File: config.mk
export PLATFORM = sky130hd
export DESIGN_NAME = socks_address_udp_frame_parser
export DESIGN_NICKNAME = d
export VERILOG_FILES = /design/src/hdl/saufp_pkg.sv /design/src/hdl/socks_address_udp_frame_parser.sv
export SDC_FILE = /design/constraint.sdc
export NUM_CORES = 1
export LEC_CHECK = 0
export ABC_AREA = 0
export BUFFER_PORTS_ARGS = -buffer_cell sky130_fd_sc_hd__buf_4
export CAP_MARGIN = 20
export CORE_ASPECT_RATIO = 1.2
export CORE_MARGIN = 2
export CORE_UTILIZATION = 55
export DETAILED_ROUTE_END_ITERATION = 8
export GPL_TIMING_DRIVEN = 0
export HOLD_SLACK_MARGIN = 0.08
export PLACE_DENSITY = 0.81
export SLEW_MARGIN = 10
export SYNTH_ARGS = -nofsm -noshare
export SYNTH_HDL_FRONTEND = slang
export SYNTH_SLANG_ARGS = --single-unit
File: constraint.sdc
create_clock -name aclk -period 6 [get_ports aclk]
set_input_delay 1.2 -clock aclk [delete_from_list [all_inputs] [get_ports aclk]]
set_output_delay 1.2 -clock aclk [all_outputs]
set_load 0.05 [all_outputs]
File: src/hdl/saufp_pkg.sv
// ----------------------------------------------------------------------------
// saufp_pkg
// Shared types and constants of the SOCKS-address UDP frame parser.
// ----------------------------------------------------------------------------
package saufp_pkg;

    localparam int COUNT_W    = 17;
    localparam int WORD_W     = 16;
    localparam int M_TDATA_W  = 72;
    localparam int FIFO_DEPTH = 4;
    localparam int PTR_W      = $clog2(FIFO_DEPTH);
    localparam int LEVEL_W    = $clog2(FIFO_DEPTH + 1);

    localparam logic [1:0] KIND_ADDR    = 2'd0;
    localparam logic [1:0] KIND_HEADER  = 2'd1;
    localparam logic [1:0] KIND_PAYLOAD = 2'd2;
    localparam logic [1:0] KIND_STATUS  = 2'd3;

    localparam logic [1:0] ST_SUCCESS    = 2'd0;
    localparam logic [1:0] ST_INCOMPLETE = 2'd1;
    localparam logic [1:0] ST_INVALID    = 2'd2;

    localparam logic [7:0] ATYPE_IPV4   = 8'h01;
    localparam logic [7:0] ATYPE_DOMAIN = 8'h03;
    localparam logic [7:0] ATYPE_IPV6   = 8'h04;

    localparam logic [7:0] IPV4_ADDR_LEN = 8'd4;
    localparam logic [7:0] IPV6_ADDR_LEN = 8'd16;
    localparam logic [7:0] DOMAIN_MAX    = 8'd253;
    localparam logic [7:0] CHAR_CR       = 8'h0D;
    localparam logic [7:0] CHAR_LF       = 8'h0A;

    localparam logic [COUNT_W-1:0] MIN_BUFFER = 17'd8;

    // type byte + address + port + length + CR LF; the domain form also has a length byte
    localparam logic [8:0] HDR_IPV4     = 9'd11;
    localparam logic [8:0] HDR_IPV6     = 9'd23;
    localparam logic [8:0] HDR_DOMAIN_0 = 9'd8;

    typedef struct packed {
        logic [1:0]         kind;
        logic [7:0]         out_byte;
        logic [7:0]         address_type;
        logic [WORD_W-1:0]  port_number;
        logic [WORD_W-1:0]  payload_length;
        logic [1:0]         status;
        logic [COUNT_W-1:0] consumed_count;
        logic               last_of_run;
    } out_item_t;

endpackage

File: src/hdl/socks_address_udp_frame_parser.sv
// ----------------------------------------------------------------------------
// socks_address_udp_frame_parser
// Byte-serial parser for a UDP frame with a SOCKS-style address header.
// ----------------------------------------------------------------------------
// Usage:
//   s_* takes one buffer byte per item; s_tlast marks the buffer's last byte.
//   m_* gives result items: m_tuser is the kind (address byte, header fields,
//   payload byte, final status), m_tlast marks the last result of a byte.
//   Each buffer yields exactly one status item; state clears after s_tlast.
// Throughput: one byte per cycle while s_tready is high. The parse is a single pass of logic on the
//   state registers; results enter a 4-entry output queue. A byte causes at
//   most two results, so s_tready is high while the queue holds two or fewer.
// Stall: when m_tready is low the queue holds its items and fills; s_tready
//   drops once a further byte could overflow it. No item is lost.
// Reset: aresetn (synchronous, active low) empties the queue and returns the
//   parser to waiting for the address type byte.
// ----------------------------------------------------------------------------
module socks_address_udp_frame_parser
    import saufp_pkg::*;
(
    input  logic                 aclk,
    input  logic                 aresetn,
    input  logic                 s_tvalid,
    output logic                 s_tready,
    input  logic [7:0]           s_tdata,   // data_byte
    input  logic                 s_tlast,   // end_of_buffer
    output logic                 m_tvalid,
    input  logic                 m_tready,
    // out_byte[7:0], address_type[15:8], port_number[31:16],
    // payload_length[47:32], status[49:48], consumed_count[66:50], zero pad
    output logic [M_TDATA_W-1:0] m_tdata,
    output logic [1:0]           m_tuser,   // kind
    output logic                 m_tlast    // last_of_run
);

    typedef enum logic [3:0] {
        PH_TYPE, PH_DLEN, PH_ADDR, PH_PORT_HI, PH_PORT_LO, PH_LEN_HI,
        PH_LEN_LO, PH_CR, PH_LF, PH_PAYLOAD, PH_HOLD, PH_DONE
    } phase_t;

    localparam logic [LEVEL_W-1:0] READY_LEVEL = LEVEL_W'(FIFO_DEPTH - 2);

    phase_t             phase_reg, phase_next, ph_mid;
    logic [COUNT_W-1:0] bytes_seen_reg, bytes_seen_next;
    logic [7:0]         type_reg, type_next;
    logic [7:0]         fcount_reg, fcount_next;
    logic [7:0]         dlen_reg, dlen_next;
    logic [WORD_W-1:0]  port_reg, port_next;
    logic [WORD_W-1:0]  length_reg, length_next;
    logic               inv_reg, inv_next;

    out_item_t            fifo_reg [FIFO_DEPTH];
    logic [PTR_W-1:0]     wr_ptr_reg, wr_ptr_next, rd_ptr_reg, rd_ptr_next;
    logic [LEVEL_W-1:0]   level_reg, level_next;

    logic               in_acc, pop;
    logic               data_vld, stat_vld;
    out_item_t          data_item, stat_item, first_item;
    logic [8:0]         hdr_len;
    logic [COUNT_W-1:0] frame_end;
    logic [7:0]         b;
    logic [1:0]         n_wr;
    out_item_t          head;

    assign b        = s_tdata;
    assign s_tready = (level_reg <= READY_LEVEL);
    assign in_acc   = s_tvalid && s_tready;
    assign m_tvalid = (level_reg != '0);
    assign pop      = m_tvalid && m_tready;

    assign head    = fifo_reg[rd_ptr_reg];
    assign m_tuser = head.kind;
    assign m_tlast = head.last_of_run;
    assign m_tdata = {5'd0, head.consumed_count, head.status, head.payload_length,
                      head.port_number, head.address_type, head.out_byte};

    always_comb begin
        if (type_reg == ATYPE_IPV4) begin
            hdr_len = HDR_IPV4;
        end else if (type_reg == ATYPE_IPV6) begin
            hdr_len = HDR_IPV6;
        end else begin
            hdr_len = HDR_DOMAIN_0 + {1'b0, dlen_reg};
        end
        frame_end = COUNT_W'(hdr_len) + COUNT_W'(length_reg);
    end

    always_comb begin
        phase_next      = phase_reg;
        ph_mid          = phase_reg;
        bytes_seen_next = bytes_seen_reg;
        type_next       = type_reg;
        fcount_next     = fcount_reg;
        dlen_next       = dlen_reg;
        port_next       = port_reg;
        length_next     = length_reg;
        inv_next        = inv_reg;
        data_vld        = 1'b0;
        stat_vld        = 1'b0;
        data_item       = '0;
        stat_item       = '0;
        stat_item.kind  = KIND_STATUS;

        if (in_acc) begin
            if (phase_reg != PH_DONE) begin
                bytes_seen_next = bytes_seen_reg + COUNT_W'(1);
            end
            unique case (phase_reg)
                PH_TYPE: begin
                    type_next = b;
                    if (b == ATYPE_IPV4) begin
                        fcount_next = IPV4_ADDR_LEN;
                        ph_mid      = PH_ADDR;
                    end else if (b == ATYPE_IPV6) begin
                        fcount_next = IPV6_ADDR_LEN;
                        ph_mid      = PH_ADDR;
                    end else if (b == ATYPE_DOMAIN) begin
                        ph_mid = PH_DLEN;
                    end else begin
                        inv_next = 1'b1;
                        ph_mid   = PH_HOLD;
                    end
                end
                PH_DLEN: begin
                    dlen_next = b;
                    if (b == 8'd0 || b > DOMAIN_MAX) begin
                        inv_next = 1'b1;
                        ph_mid   = PH_HOLD;
                    end else begin
                        fcount_next = b;
                        ph_mid      = PH_ADDR;
                    end
                end
                PH_ADDR: begin
                    data_vld               = 1'b1;
                    data_item.kind         = KIND_ADDR;
                    data_item.out_byte     = b;
                    data_item.address_type = type_reg;
                    fcount_next            = fcount_reg - 8'd1;
                    if (fcount_next == 8'd0) begin
                        ph_mid = PH_PORT_HI;
                    end
                end
                PH_PORT_HI: begin
                    port_next = {b, 8'd0};
                    ph_mid    = PH_PORT_LO;
                end
                PH_PORT_LO: begin
                    port_next = {port_reg[15:8], b};
                    ph_mid    = PH_LEN_HI;
                end
                PH_LEN_HI: begin
                    length_next = {b, 8'd0};
                    ph_mid      = PH_LEN_LO;
                end
                PH_LEN_LO: begin
                    length_next = {length_reg[15:8], b};
                    ph_mid      = PH_CR;
                end
                PH_CR: begin
                    inv_next = (b != CHAR_CR);
                    ph_mid   = PH_LF;
                end
                PH_LF: begin
                    if (inv_reg || b != CHAR_LF) begin
                        stat_vld         = 1'b1;
                        stat_item.status = ST_INVALID;
                    end else begin
                        data_vld                 = 1'b1;
                        data_item.kind           = KIND_HEADER;
                        data_item.address_type   = type_reg;
                        data_item.port_number    = port_reg;
                        data_item.payload_length = length_reg;
                        if (length_reg == '0) begin
                            stat_vld                 = 1'b1;
                            stat_item.status         = ST_SUCCESS;
                            stat_item.consumed_count = bytes_seen_next;
                        end else begin
                            ph_mid = PH_PAYLOAD;
                        end
                    end
                end
                PH_PAYLOAD: begin
                    data_vld               = 1'b1;
                    data_item.kind         = KIND_PAYLOAD;
                    data_item.out_byte     = b;
                    data_item.address_type = type_reg;
                    if (bytes_seen_next == frame_end) begin
                        stat_vld                 = 1'b1;
                        stat_item.status         = ST_SUCCESS;
                        stat_item.consumed_count = bytes_seen_next;
                    end
                end
                default: begin
                end
            endcase

            if (ph_mid == PH_HOLD && bytes_seen_next >= MIN_BUFFER) begin
                stat_vld         = 1'b1;
                stat_item.status = ST_INVALID;
            end

            phase_next = stat_vld ? PH_DONE : ph_mid;

            if (s_tlast) begin
                if (phase_next != PH_DONE) begin
                    stat_vld         = 1'b1;
                    stat_item.status = ST_INCOMPLETE;
                end
                phase_next      = PH_TYPE;
                bytes_seen_next = '0;
                type_next       = '0;
                fcount_next     = '0;
                dlen_next       = '0;
                port_next       = '0;
                length_next     = '0;
                inv_next        = 1'b0;
            end
        end

        if (stat_vld) begin
            stat_item.last_of_run = 1'b1;
        end else begin
            data_item.last_of_run = 1'b1;
        end
    end

    always_comb begin
        first_item  = data_vld ? data_item : stat_item;
        n_wr        = {1'b0, data_vld} + {1'b0, stat_vld};
        wr_ptr_next = wr_ptr_reg + PTR_W'(n_wr);
        rd_ptr_next = rd_ptr_reg + PTR_W'(pop);
        level_next  = level_reg + LEVEL_W'(n_wr) - LEVEL_W'(pop);
    end

    always_ff @(posedge aclk) begin
        if (!aresetn) begin
            phase_reg      <= PH_TYPE;
            bytes_seen_reg <= '0;
            type_reg       <= '0;
            fcount_reg     <= '0;
            dlen_reg       <= '0;
            port_reg       <= '0;
            length_reg     <= '0;
            inv_reg        <= 1'b0;
            wr_ptr_reg     <= '0;
            rd_ptr_reg     <= '0;
            level_reg      <= '0;
        end else begin
            phase_reg      <= phase_next;
            bytes_seen_reg <= bytes_seen_next;
            type_reg       <= type_next;
            fcount_reg     <= fcount_next;
            dlen_reg       <= dlen_next;
            port_reg       <= port_next;
            length_reg     <= length_next;
            inv_reg        <= inv_next;
            wr_ptr_reg     <= wr_ptr_next;
            rd_ptr_reg     <= rd_ptr_next;
            level_reg      <= level_next;
            if (data_vld || stat_vld) begin
                fifo_reg[wr_ptr_reg] <= first_item;
            end
            if (data_vld && stat_vld) begin
                fifo_reg[wr_ptr_reg + PTR_W'(1)] <= stat_item;
            end
        end
    end

endmodule

==> qor.yml <==
status:
  status: "completed"
run:
  drv_cap: 0
clock_network:
  cts_tree: "done"
  cts_max_path_buffers: 3
  clockRootBuffer: "clkbuf_16"
  cts_buffers: 37
  clk_pin_slew_worst_paths_ns: 0.06
  clock_latency_ns: 0.55
  htreeDepth: 2
  cts_sinks: 365
  postCtsHoldBufs: 0
power:
  ir_drop_v: 0.000302
  p_per_area_nw_per_um2: 327
  pwr-share-comb_pct: 23.5
  p_seq_share_pct: 41.5
  p_sw_mw: 2.08
  intPower_mw: 4.40
  p_leak_nw: 6.89
  p_clk_share_pct: 35.0
  swShare_pct: 32.1
synthesis:
  synth_edf_count: 80
  async_flop_share_pct: 0
  ys_ff_latch: 365
  ys_seq_area_share_pct: 47.0
  ys.flop_type: "dfxtp_1"
  syn_area_um2: 17200
  synth_cell_type_count: 85
  avgSynthCellArea_um2: 11.2
  synth-warning-count: 0
  syn-instance-count: 1535
drt:
  drt_iter0_markers: 1747
  drtAntennaViolNets: 0
  routed_wl_mm: 51.1
  post-route-drc-count: 0
  wire_per_inst_um: 24.3
  dr_total_vias: 14200
  routed_via_density: 6.74
  dr.pass1.iters: 6
die:
  ios: 90
  dieArea_um2: 32800
  core.rowCount: 71
  start_util_pct: 55.4
  fp.dieW_um: 166
  fp.dieH_um: 198
  coreArea_um2: 31100
global_routing:
  grt_pass1_wl_mm: 78.5
  grt_start_max_net_pins: 16
  grt_antenna_before_repair: 1
  grt_pass1_vias: 13900
  grt_use_total_pct: 30.3
  grt-ovfl-total: 0
worst_hold_path:
  holdPathStages: 1
  min_path_type: "reg -> reg"
finish:
  final_common_cell: "dfxtp_1"
  nets: 1712
  drive_gt1_share_pct: 18.9
  mostFrequentLayoutCells: "dfxtp_1 (285), a22o_1 (160), clkbuf_1 (101), buf_4 (94), edfxtp_1 (80)"
  fin_area_um2: 19800
  largest_reg_flops: 280
  postLayoutCoreUtil_pct: 63.7
  areaGrowthSynthToFinish_pct: 14.9
placed_design:
  io_buffers: 80
  gp_congestion: 0.944
  post_dp_cell_area_um2: 18400
  dp_hpwl_mm: 34.5
  dp_slack_ns: -0.773
critical_path:
  cp_cell_sequence: "nor2_1, and3_1, a21oi_1, o21ai_0, ha_1, a21o_1, a31oi_1, a211o_1, a21oi_2, or4_4, a31oi_4, nand4_4, a21o_1, ha_1, nand2b_1, clkbuf_1, or2_2, nor2_1, clkbuf_1, a22o_1"
  cpMaxStageDelayCell: "or4_4"
  cp_num_buf_inv: 2
  cpPeakStageDelay_ns: 0.56
  critPathRequiredTime_ns: 6.48
  critPathMaxFanout: 10
  end_kind: "flip-flop"
  critical_path_depth: 20
  path_delay_family: "simple AND/OR/NAND/NOR gates"
  cp-start-kind: "flip-flop"
  cp.arrival_ns: 6.42
  ff2ff_path_depth: 20
  path_class: "reg -> reg"
sta:
  finalHoldViolCount: 0
  final_max_slew_viol_count: 0
  post-route-period-util_pct: 99.0
  worstMarginPinSlew_ns: 1.14
  fin_ws_ns: 0.0630
  timing.fmax_mhz: 168
  setup_viol: 0
  post-route-min-period_ns: 5.94
  rsz0062_at_grt: "yes"
  slew_headroom_pct: 23.6
  clock_skew_ns: 0.0197
[synthesized netlist by cell type, types with 6 or more instances]
cell type	instances	area share (%)
dfxtp_1	285	33
a22o_1	160	8.1
clkbuf_1	101	2.2
edfxtp_1	80	14
nor2_1	80	1.7
mux4_2	70	9.1
nor2b_1	62	2.2
nand2_1	59	1.3
a211oi_1	55	2.4
a21oi_1	50	1.5
a22oi_1	34	1.5
nand3_1	33	0.96
o21ai_0	33	0.96
a32o_1	32	1.9
xnor2_1	31	1.6
nor3_1	24	0.70
a21boi_0	22	0.96
inv_1	22	0.48
a211oi_2	21	1.5
ha_1	20	1.5
or3_1	16	0.58
xor2_1	16	0.81
and2_1	15	0.54
buf_1	14	0.30
nand2b_1	13	0.47
buf_2	11	0.32
nor4_1	11	0.40
and3_1	10	0.36
nand4_1	10	0.36
buf_6	9	0.59
mux2i_1	9	0.52
nor3b_1	9	0.39
a31oi_1	8	0.29
a21o_1	7	0.30
o21ai_1	6	0.17
[power groups by stage]
stage	Sequential (mW)	Combinational, mW	Clock (mW)
6_report	2.69	1.53	2.27
5_1_grt	2.70	1.61	2.37
4_1_cts	2.68	1.50	2.27
3_5_place_dp	2.74	1.46	0
3_3_place_gp	2.73	1.45	0
2_1_floorplan	2.71	1.06	0
[cells by family (layout without fill, tap and decap cells)]
logic type	Yosys count	in the layout	synth area share, %
AO/OA/AOI/OAI	473	473	22.0
XOR/XNOR	54	54	3.28
adder cells (fa/ha/maj)	22	22	1.68
buffers and inverters	162	329	4.11
flip-flops	365	365	47.0
multiplexers	79	79	9.67
other	1	6	0.0218
AND/OR/NAND/NOR	379	379	12.2
[path summary, 6_finish.rpt]
path | start | end | slack, ns
hold / removal | fifo_reg[3][56]$_SDFFE_PP0N_ | fifo_reg[3][56]$_SDFFE_PP0N_ | 0.47
setup / recovery | type_reg[1]$_SDFFE_PN0P_ | fifo_reg[3][23]$_SDFFE_PP0N_ | 0.06
hold reg to reg | fifo_reg[3][56]$_SDFFE_PP0N_ | fifo_reg[3][56]$_SDFFE_PP0N_ | 0.47
setup reg to reg | type_reg[1]$_SDFFE_PN0P_ | fifo_reg[3][23]$_SDFFE_PP0N_ | 0.06
[routing by layer]
metal / GRT usage (%) / up-vias / part of all wire (%)
li1: - / 6212 / -
met1: 38.7 / 7021 / 39
met2: 49.9 / 786 / 48
met3: 5.34 / 182 / 8.3
met4: 15.2 / 0 / 4.8
met5: 0 / - / 0
[cell type report]
type / count / area [um2]
clock inverter: 14 / 130
sequential: 365 / 8110
timing repair inverter: 4 / 30.0
timing repair buffer: 96 / 773
tap: 401 / 502
multi-input combinational: 1012 / 8490
clock buffer: 54 / 1040
inverter: 22 / 97.6
buffer: 139 / 637
antenna: 1 / 2.50
fill: 2373 / 11300
[what timing repair did]
| item | 4_1_cts | 5_1_grt |
|---|---|---|
| gates resized for setup | 15 | 24 |
| cloned | 4 | 0 |
| setup endpoints to repair | 255 | 288 |
| setup buffers | 7 | 5 |
| pin swaps | 0 | 1 |
[through the flow]
step / instances / power, mW / setup TNS (ns) / hold WS (ns)
floorplan: 1539 / 3.77 / 0 / 0.435
global placement: 2020 / 4.17 / -68.60 / 0.441
detailed placement: 2022 / 4.20 / -81.83 / 0.450
CTS: 2100 / 6.45 / 0 / 0.464
global route: 2107 / 6.67 / -0.373 / 0.476
finish: 2108 / 6.48 / 0 / 0.467
(Power assumes the default switching activity.)
